File: src/pidga_queue.sv
// Small register FIFO between the classifier and the gain pipeline.
// Generic width and depth; no package dependencies.
module pidga_queue #(
	parameter int WIDTH = 8,
	parameter int DEPTH = 4
) (
	input  logic                       clk,
	input  logic                       arst_n,
	input  logic                       push,
	input  logic [WIDTH-1:0]           push_data,
	input  logic                       pop,
	output logic                       head_valid,
	output logic [WIDTH-1:0]           head_data,
	output logic [$clog2(DEPTH+1)-1:0] count
);
	localparam int PW = (DEPTH > 1) ? $clog2(DEPTH) : 1;
	localparam int CW = $clog2(DEPTH + 1);

	logic [WIDTH-1:0] mem_q [DEPTH];
	logic [PW-1:0]    wr_ptr_q;
	logic [PW-1:0]    rd_ptr_q;
	logic [CW-1:0]    count_q;

	// storage, no reset needed
	always_ff @(posedge clk) begin
		if (push) begin
			mem_q[wr_ptr_q] <= push_data;
		end
	end

	// pointers and fill count
	always_ff @(posedge clk or negedge arst_n) begin
		if (!arst_n) begin
			wr_ptr_q <= '0;
			rd_ptr_q <= '0;
			count_q  <= '0;
		end else begin
			if (push) begin
				wr_ptr_q <= (wr_ptr_q == PW'(DEPTH - 1)) ? '0 : wr_ptr_q + 1'b1;
			end
			if (pop) begin
				rd_ptr_q <= (rd_ptr_q == PW'(DEPTH - 1)) ? '0 : rd_ptr_q + 1'b1;
			end
			case ({push, pop})
				2'b10:   count_q <= count_q + 1'b1;
				2'b01:   count_q <= count_q - 1'b1;
				default: count_q <= count_q;
			endcase
		end
	end

	assign head_valid = (count_q != '0);
	assign head_data  = mem_q[rd_ptr_q];
	assign count      = count_q;

	a_no_overflow: assert property (@(posedge clk) disable iff (!arst_n)
		push |-> (count_q != CW'(DEPTH)))
		else $error("queue push while full");
	a_no_underflow: assert property (@(posedge clk) disable iff (!arst_n)
		pop |-> (count_q != '0))
		else $error("queue pop while empty");
	a_count_bound: assert property (@(posedge clk) disable iff (!arst_n)
		count_q <= CW'(DEPTH))
		else $error("queue count beyond depth");
endmodule

File: config.mk
export PLATFORM = sky130hd
export DESIGN_NAME = pidga_queue
export DESIGN_NICKNAME = d
export VERILOG_FILES = /design/src/pidga_queue.sv
export SDC_FILE = /design/constraint.sdc
export NUM_CORES = 1
export LEC_CHECK = 0
export ABC_CLOCK_PERIOD_IN_PS = 1600
export BUFFER_PORTS_ARGS = -buffer_cell sky130_fd_sc_hd__buf_4
export CAP_MARGIN = 30
export CORE_ASPECT_RATIO = 1.25
export CORE_UTILIZATION = 54
export CTS_CLUSTER_SIZE = 10
export DETAILED_ROUTE_END_ITERATION = 12
export PLACE_DENSITY = 0.88
export SLEW_MARGIN = 20
export SYNTH_ARGS = -nofsm -noshare
export SYNTH_HDL_FRONTEND = slang
export SYNTH_SLANG_ARGS = --single-unit
File: constraint.sdc
create_clock -name clk -period 1.6 [get_ports clk]
set_input_delay 0.16 -clock clk [delete_from_list [all_inputs] [get_ports clk]]
set_output_delay 0.16 -clock clk [all_outputs]
set_load 0.1 [all_outputs]
==> run_results.csv, run 1 <==
group,metric,value,unit
final_layout,antennaDiodeCount,0,
final_layout,fin_util,0.705,
run,maxCapViolations,0,
critical_path,cp-end-kind,"output pin",
status,status,"finished with violations",
grt,grt_max_degree,12,
floorplanning,core,2710,um^2
yosys,synth_seq_cells,39,
critical_path,cpMaxStageDelayCell,"mux4_2",
yosys,ys_types,16,
yosys,synth.avg_cell_area,20.5,um^2
floorplanning,row_count,21,
routing,drt-total-wl,2400,um
placement,placed_cell_area,1780,um^2
routing,vias,803,
clocking,cts.sinks,39,
grt,gr-total-overflow,0,
placement,routabilityCongestion,0.707,
final_layout,syn2layout_area_growth,22.5,%
timing,clock_skew,7.16,ps
yosys,synth-warning-count,0,
final_layout,regArea,1140,um^2
routing,drt-initial-drc-count,14,
timing,slew_headroom,0.712,
routing,wl_per_cell,16.7,um
routing,detail-route-antenna-nets,0,
timing,final-setup-viol-count,8,
grt,grt_first_pass_wirelength,3610,um
clocking,cts_htree_levels,2,
timing,worst_pin_slew,432,ps
critical_path,cpPeakStageDelay,510,ps
final_layout,nFillCells,169,
critical_path,cp_max_fo,8,
floorplanning,die_w,50.0,um
timing,fmax,570,MHz
clocking,cts_buffer_depth,2,
timing,finalHoldViolCount,0,
clocking,cts_tree,"built",
critical_path,crit_chain,"buf_12 > mux4_2 > buf_6",
floorplanning,start_util,0.576,
grt,grt_pass1_vias,796,
critical_path,worstPathRequired,1440,ps
grt,grt_usage,0.178,
final_layout,drive_gt1_frac,0.418,
yosys,syn_area,1560,um^2
placement,place_ws,102,ps
final_layout,multi_input_area,399,um^2
critical_path,critPathKind,"reg2out",
timing,fin_crit,1750,ps
timing,fin_ws,-153,ps
grt,antenna_found_initial,0,
hold_path,hp-class,"in2reg",
routing,drc,0,
final_layout,nets,128,
yosys,synth_fp_nets,95,
placement,port_buffers,23,
routing,via_per_inst,5.58,
timing,slew_violations,0,
status,failed_checks,"negative setup slack",
placement,dp_hpwl,1700,um
clocking,clk_pin_slew,100,ps
floorplanning,io_pins,24,
clocking,cts_root_buffer,"clkbuf_4",
clocking,numCtsBuffers,5,
yosys,seq_area_frac_synth,0.729,
floorplanning,die_h,62.1,um
clocking,insertion_delay,330,ps
critical_path,worst_setup_path_start_kind,"flop",
timing,finalCritPeriodShare,1.10,
yosys,postSynthCellCount,76,
routing,first_pass_iters,4,
floorplanning,die_area,3100,um^2
final_layout,stdcell_area,1910,um^2
critical_path,cp.arrival,1590,ps
timing,rsz0062_at_grt,"yes",
[path summary, 6_finish.rpt]
path,slack [ps],end,startpoint,cells after the start
setup / recovery,-150,head_data[2],rd_ptr_q[0]$_DFFE_PN0P_,3
hold / removal,30,mem_q[3][5]$_DFFE_PP_,push_data[5],1
setup reg to reg,120,count[2]$_DFFE_PN0P_,count[0]$_DFFE_PN0P_,5
hold reg to reg,580,count[2]$_DFFE_PN0P_,count[2]$_DFFE_PN0P_,2
max in group asynchronous,1300,count[1]$_DFFE_PN0P_,arst_n,2
min in group asynchronous,160,count[2]$_DFFE_PN0P_,arst_n,2
[cell families after synthesis]
| family | after synthesis | synth area share |
|---|---|---|
| compound gates | 2 | 0.00643 |
| xor+xnor | 3 | 0.0169 |
| fa+ha+maj | 7 | 0.0610 |
| buf+inv | 5 | 0.0177 |
| flops | 39 | 0.729 |
| mux | 11 | 0.137 |
| simple gates | 9 | 0.0313 |
[metrics by stage]
| step | setup TNS [ps] | hold slack (ps) | std cells |
|---|---|---|---|
| final | -1180 | 27.3 | 144 |
| after detailed placement | 0 | -22.1 | 132 |
| after CTS | -1380 | 10.8 | 144 |
| after floorplan | -176 | -136 | 76 |
| after global placement | 0 | -25.1 | 132 |
| after global routing | -1750 | 0.261 | 144 |
[sequential cells by signal, summed over array words and instances (netlist names)]
| signal | cells |
|---|---|
| mem_q | 32 |
| count | 3 |
| wr_ptr_q | 2 |
| rd_ptr_q | 2 |
[layout make-up]
type | count | share of cell area
flip-flops and latches | 39 | 0.597
multi-input cells | 32 | 0.209
repair buffers | 28 | 0.140
well taps | 34 | 0.0223
clock buffers | 6 | 0.0216
inverters | 3 | 0.00590
clock inverters | 2 | 0.00393
[cell usage after synthesis (all sizes together)]
library cell,number,area (um^2)
xnor2,2,17.5
edfxtp,32,961
or3,2,12.5
mux2,3,33.8
mux4,8,180
inv,3,11.3
o21ai,2,10.0
ha,6,75.1
nor2,2,7.51
nand2,1,3.75
buf,2,16.3
dfrtp,7,175
xor2,1,8.76
and2,4,25.0
fa,1,20.0
[metal layers]
| layer | wire (um) | GRT usage | vias to the layer above |
|---|---|---|---|
| met3 | 146 | 0.0608 | 6 |
| met1 | 846 | 0.173 | 409 |
| met5 | 0 | 0 | - |
| li1 | - | - | 360 |
| met2 | 1360 | 0.331 | 28 |
| met4 | 49 | 0.102 | 0 |
[placed cells by master (no fill, tap or decap), drive strengths merged]
master / instances
edfxtp: 32
buf: 27
mux4: 8
dfrtp: 7
ha: 6
clkbuf: 6
and2: 4
inv: 3
mux2: 3
xnor2: 2
o21ai: 2
nor2: 2
clkinv: 2
or3: 2
nand2: 1
xor2: 1
fa: 1
dlygate4sd3: 1
[worst max-delay path: cells and delay by family, from the launching register on]
kind | cells | cell delay, ps
muxes | 1 | 510
DFF | 1 | 400
buffers and inverters | 2 | 350
[what timing repair did]
item / 4_1_cts / 5_1_grt
buffers inserted: 3 / 0
setup endpoints to repair: 9 / 9
hold buffers: 1 / 0
gates cloned: 0 / 0
hold endpoints to repair: 7 / 0
resized for setup: 10 / 2
Power of run 1 is left out: the tool's default activity adds up to more than one toggle a clock period on the data nets, which glitch-free logic cannot reach.
==> inputs of run 2 (changes only) <==
- ABC_AREA: default -> 1
- CORE_MARGIN: default -> 2
- CORE_UTILIZATION: 54 -> 56
- PLACE_DENSITY: 0.88 -> 0.9
==> run 2 against run 1 <==
Compared with the run above:
- clock skew fell by 4.2 ps
- largest cell class unchanged
- critical path depth up 3
- maximum frequency increased by 5.6%
- via count up 46%
- wire length rose by 36%
- the run still ends with negative setup slack left
- non-clock buffer count unchanged
- worst hold slack worse by 0.61 ps
==> run_results.csv, run 2 <==
group,metric,value,unit
routing,via_per_inst,5.13,
final_layout,fin_cells,228,
run,maxCapViolations,0,
critical_path,cp.arrival,1500,ps
final_layout,largest_register,"mem_q",
placement,dp_hpwl,1980,um
routing,drt-initial-drc-count,50,
yosys,synth_edf_count,32,
critical_path,r2r_start,"rd_ptr_q[0]$_DFFE_PN0P_",
routing,drc,0,
floorplanning,die_w,54.0,um
clocking,cts.sinks,39,
yosys,synth_fp_nets,181,
status,failed_checks,"negative setup slack",
critical_path,critPathKind,"reg2out",
floorplanning,core,2970,um^2
yosys,seq_area_frac_synth,0.649,
timing,slew_violations,0,
grt,antenna_found_initial,0,
timing,clock_skew,2.93,ps
clocking,clk_pin_slew,110,ps
yosys,yosys.area.top_type,"edfxtp_1",
final_layout,mostFrequentLayoutCells,"nand2_1 (44), edfxtp_1 (32), inv_1 (28)",
critical_path,worstSetupStartpoint,"rd_ptr_q[0]$_DFFE_PN0P_",
yosys,synth_seq_cells,39,
timing,final-setup-viol-count,3,
timing,finalHoldViolCount,0,
final_layout,syn2layout_area_growth,21.6,%
placement,routabilityCongestion,0.793,
timing,fmax,603,MHz
critical_path,cp_max_fo,18,
yosys,async_flop_share,0.179,
floorplanning,row_count,22,
grt,grt_usage,0.197,
final_layout,largest_register_ffs,32,
yosys,synth-warning-count,0,
clocking,numCtsBuffers,5,
timing,fin_crit,1660,ps
routing,wl_per_cell,14.3,um
routing,drt-total-wl,3260,um
placement,port_buffers,23,
final_layout,antennaDiodeCount,0,
critical_path,regToRegSetupSlack,190,ps
grt,grt_first_pass_wirelength,4810,um
timing,worst_pin_slew,389,ps
final_layout,fin_util,0.716,
final_layout,drive_gt1_frac,0.214,
yosys,synth.most_common_cell,"nand2_1",
clocking,insertion_delay,320,ps
hold_path,min_from,"push_data[2]",
yosys,postSynthCellCount,162,
critical_path,worst_setup_path_start_kind,"flop",
final_layout,stdcell_area,2130,um^2
floorplanning,die_h,66.5,um
grt,grt_pass1_vias,1090,
status,status,"finished with violations",
clocking,cts_buffer_depth,2,
clocking,cts_tree,"built",
clocking,cts_htree_levels,2,
floorplanning,start_util,0.589,
yosys,synth.avg_cell_area,10.8,um^2
floorplanning,io_pins,24,
grt,gr-total-overflow,0,
grt,grt_max_degree,36,
routing,detail-route-antenna-nets,0,
timing,rsz0062_at_grt,"yes",
routing,first_pass_iters,6,
clocking,cts_root_buffer,"clkbuf_4",
placement,placed_cell_area,1930,um^2
placement,place_ws,207,ps
routing,vias,1169,
timing,slew_headroom,0.741,
timing,fin_ws,-59.4,ps
yosys,ys_top_cells_by_area,"edfxtp_1 (55%), nand2_1 (10%), dfrtp_1 (10%)",
timing,finalCritPeriodShare,1.04,
final_layout,final_common_cell,"nand2_1",
floorplanning,die_area,3590,um^2
critical_path,cp-end-kind,"output pin",
hold_path,hp-class,"in2reg",
yosys,synth_common_cells,"nand2_1 (47), edfxtp_1 (32), inv_1 (28)",
yosys,synth_top_cell_area_share,0.549,
yosys,ys_types,18,
placement,dp_cells,216,
final_layout,nets,210,
yosys,synth_flop_cell,"edfxtp_1",
critical_path,worstPathRequired,1440,ps
yosys,syn_area,1750,um^2
run 2: path summary, 6_finish.rpt:
| check | cells after the start | to |
|---|---|---|
| setup / recovery | 6 | head_data[1] |
| hold / removal | 1 | mem_q[0][2]$_DFFE_PP_ |
| setup reg to reg | 5 | rd_ptr_q[1]$_DFFE_PN0P_ |
| hold reg to reg | 1 | count[0]$_DFFE_PN0P_ |
| max in group asynchronous | 2 | rd_ptr_q[0]$_DFFE_PN0P_ |
| min in group asynchronous | 2 | count[2]$_DFFE_PN0P_ |
run 2: kinds of logic (layout without fill, tap and decap cells):
kind of cell | after synthesis | after routing | share of synthesized area
and+or+nand+nor | 67 | 67 | 0.146
DFF | 39 | 39 | 0.649
buffers and inverters | 35 | 65 | 0.0972
xor gates and xnor gates | 1 | 1 | 0.00500
adders and majority gates | 7 | 7 | 0.0543
AOI/OAI and AO/OA | 13 | 13 | 0.0486
run 2: final cells by class:
cell class	count	area, um^2
clock inverters	3	38.8
clock buffers	5	37.5
repair buffers	28	297
inverters	29	111
fillers	196	845
flip-flops and latches	39	1140
well taps	36	45.0
multi-input cells	88	459
run 2: layer usage:
layer  global-route usage  share of wire  vias up  wire length, um
li1                     -              -      572                -
met1                0.196           0.36      554             1190
met2                0.366           0.56       33             1820
met3               0.0448          0.045       10              146
met4               0.0969          0.032        0              103
met5                    0              0        -                0
run 2: timing repair:
action                                 in CTS  in global routing
endpoints found under the hold margin       7                  4
gates cloned                                0                  1
hold buffers                                1                  1
pin swaps                                   0                  2
setup endpoints to repair                   8                  8
resized for setup                          14                  5
setup buffers                               0                  1
run 2: worst max-delay path, stage by stage (launching register included):
cell and delay, ps:
dfrtp_2 420, buf_12 160, nor2_1 60, nor2_1 140, nand2_1 80, nand2_2 110
buf_12 190
run 2: per-stage QoR:
step	setup TNS, ps	hold WS, ps
after detailed placement	0	-21.7
after floorplan	-62.7	-136
after global placement	0	-26.1
after CTS	-40.4	13.8
after global routing	-446	5.64
final	-94.8	26.7
Power of run 2 is left out for the same reason.
==> inputs of run 3 (changes only) <==
- MAX_ROUTING_LAYER: default -> met4
==> run 3 against run 2 <==
Compared with the run above:
- the run still ends with negative setup slack left
- critical path depth unchanged
- first-iteration DRC count is 4.0% higher
- global-route usage is 0.47 points higher
- worst setup slack improved by 1.2 ps
- register-to-register slack is essentially flat
- highest routed layer unchanged
==> run_results.csv, run 3 (synthesis results as in run 2) <==
group,metric,value,unit
status,failed_checks,"negative setup slack",
grt,grt_usage,0.202,
critical_path,cp_num_cells,6,
floorplanning,die_area,3590,um^2
clocking,cts.sinks,39,
critical_path,ff2ff_path_depth,5,
timing,slew_violations,0,
final_layout,mostFrequentLayoutCells,"nand2_1 (44), edfxtp_1 (32), inv_1 (28)",
final_layout,nets,210,
placement,port_buffers,23,
timing,fin_crit,1660,ps
grt,grt_first_pass_wirelength,4800,um
routing,vias,1182,
clocking,clk_pin_slew,110,ps
critical_path,cpPeakStageDelay,430,ps
floorplanning,start_util,0.589,
timing,worst_pin_slew,385,ps
critical_path,r2r_start,"rd_ptr_q[0]$_DFFE_PN0P_",
grt,grt_max_degree,36,
final_layout,syn2layout_area_growth,21.6,%
floorplanning,die_h,66.5,um
grt,antenna_found_initial,0,
critical_path,path_buf_inv,2,
routing,via_per_inst,5.18,
floorplanning,io_pins,24,
routing,first_pass_iters,4,
final_layout,nFillCells,196,
timing,rsz0062_at_grt,"yes",
timing,fin_ws,-58.3,ps
critical_path,critPathTopFamily,"flip-flops",
routing,drt-total-wl,3250,um
clocking,cts_root_buffer,"clkbuf_4",
critical_path,regToRegSetupSlack,180,ps
critical_path,cpMaxStageDelayCell,"dfrtp_2",
floorplanning,die_w,54.0,um
critical_path,cp-endpoint,"head_data[1]",
final_layout,largest_register_ffs,32,
floorplanning,core,2970,um^2
clocking,cts_tree,"built",
hold_path,hp-class,"in2reg",
clocking,cts_buffer_depth,2,
run,maxCapViolations,0,
critical_path,cp.arrival,1500,ps
critical_path,cp_max_fo,18,
final_layout,antennaDiodeCount,0,
critical_path,r2r-end,"rd_ptr_q[1]$_DFFE_PN0P_",
floorplanning,row_count,22,
routing,drc,0,
status,status,"finished with violations",
critical_path,crit_chain,"buf_12 > nor2_1 > nor2_1 > nand2_1 > nand2_2 > buf_12",
critical_path,worstSetupStartpoint,"rd_ptr_q[0]$_DFFE_PN0P_",
grt,gr-total-overflow,0,
clocking,numCtsBuffers,5,
placement,dp_hpwl,1980,um
critical_path,cp-end-kind,"output pin",
hold_path,min_from,"push_data[2]",
timing,slew_headroom,0.743,
timing,finalCritPeriodShare,1.04,
clocking,cts_htree_levels,2,
timing,clock_skew,4.66,ps
timing,fmax,603,MHz
final_layout,stdcell_area,2130,um^2
final_layout,multi_input_area,459,um^2
clocking,insertion_delay,330,ps
routing,drt-initial-drc-count,52,
routing,wl_per_cell,14.3,um
placement,placed_cell_area,1930,um^2
routing,detail-route-antenna-nets,0,
grt,grt_pass1_vias,1086,
timing,final-setup-viol-count,3,
critical_path,worstPathRequired,1440,ps
final_layout,drive_gt1_frac,0.214,
critical_path,critPathKind,"reg2out",
final_layout,final_common_cell,"nand2_1",
placement,routabilityCongestion,0.804,
critical_path,worst_setup_path_start_kind,"flop",
final_layout,largest_register,"mem_q",
final_layout,regArea,1140,um^2
timing,finalHoldViolCount,0,
## run 3: worst min path at each step
stage / end / slack [ps] / cells past startpoint
2_1_floorplan: count[0]$_DFFE_PN0P_ / -140 / 0
3_3_place_gp: wr_ptr_q[1]$_DFFE_PN0P_ / -30 / 1
3_5_place_dp: count[2]$_DFFE_PN0P_ / -20 / 1
4_1_cts: mem_q[2][3]$_DFFE_PP_ / 10 / 1
5_1_grt: mem_q[3][1]$_DFFE_PP_ / 6 / 1
6_report: mem_q[1][2]$_DFFE_PP_ / 20 / 1
## run 3: through the flow
stage / utilization / setup TNS, ps / setup WS [ps] / hold slack (ps) / std cells
after floorplan: - / -62.7 / -62.7 / -136 / 162
final: 0.716 / -116 / -58.3 / 19.3 / 228
after CTS: 0.697 / -40.4 / -21.0 / 13.8 / 225
after detailed placement: 0.650 / 0 / 207 / -21.7 / 216
after global routing: 0.716 / -445 / -82.3 / 6.18 / 228
after global placement: 0.650 / 0 / 302 / -26.1 / 216
## run 3: repair_timing
item	CTS	global route
resized for setup	14	5
buffers inserted	0	1
hold buffers	1	1
cloned	0	1
setup endpoints to repair	8	8
pin swaps	0	2
endpoints found under the hold margin	7	4
## run 3: worst register-to-register path: stages (launching register included)
cell	delay, ps
dfrtp_2	460
clkbuf_16	180
buf_4	150
ha_1	280
nand2_1	90
o21ai_0	130
## run 3: per-layer routing
| layer | part of all wire | GRT usage |
|---|---|---|
| met5 | 0 | - |
| met3 | 0.050 | 0.0448 |
| met1 | 0.35 | 0.196 |
| met2 | 0.57 | 0.364 |
| met4 | 0.033 | 0.0969 |
## run 3: layout make-up
class                           count  area share
Tap cell                           36      0.0212
Timing Repair Buffer               28       0.139
Inverter                           29      0.0523
Clock buffer                        5      0.0176
Clock inverter                      3      0.0182
Multi-Input combinational cell     88       0.216
Sequential cell                    39       0.536
Power of run 3 is left out for the same reason.
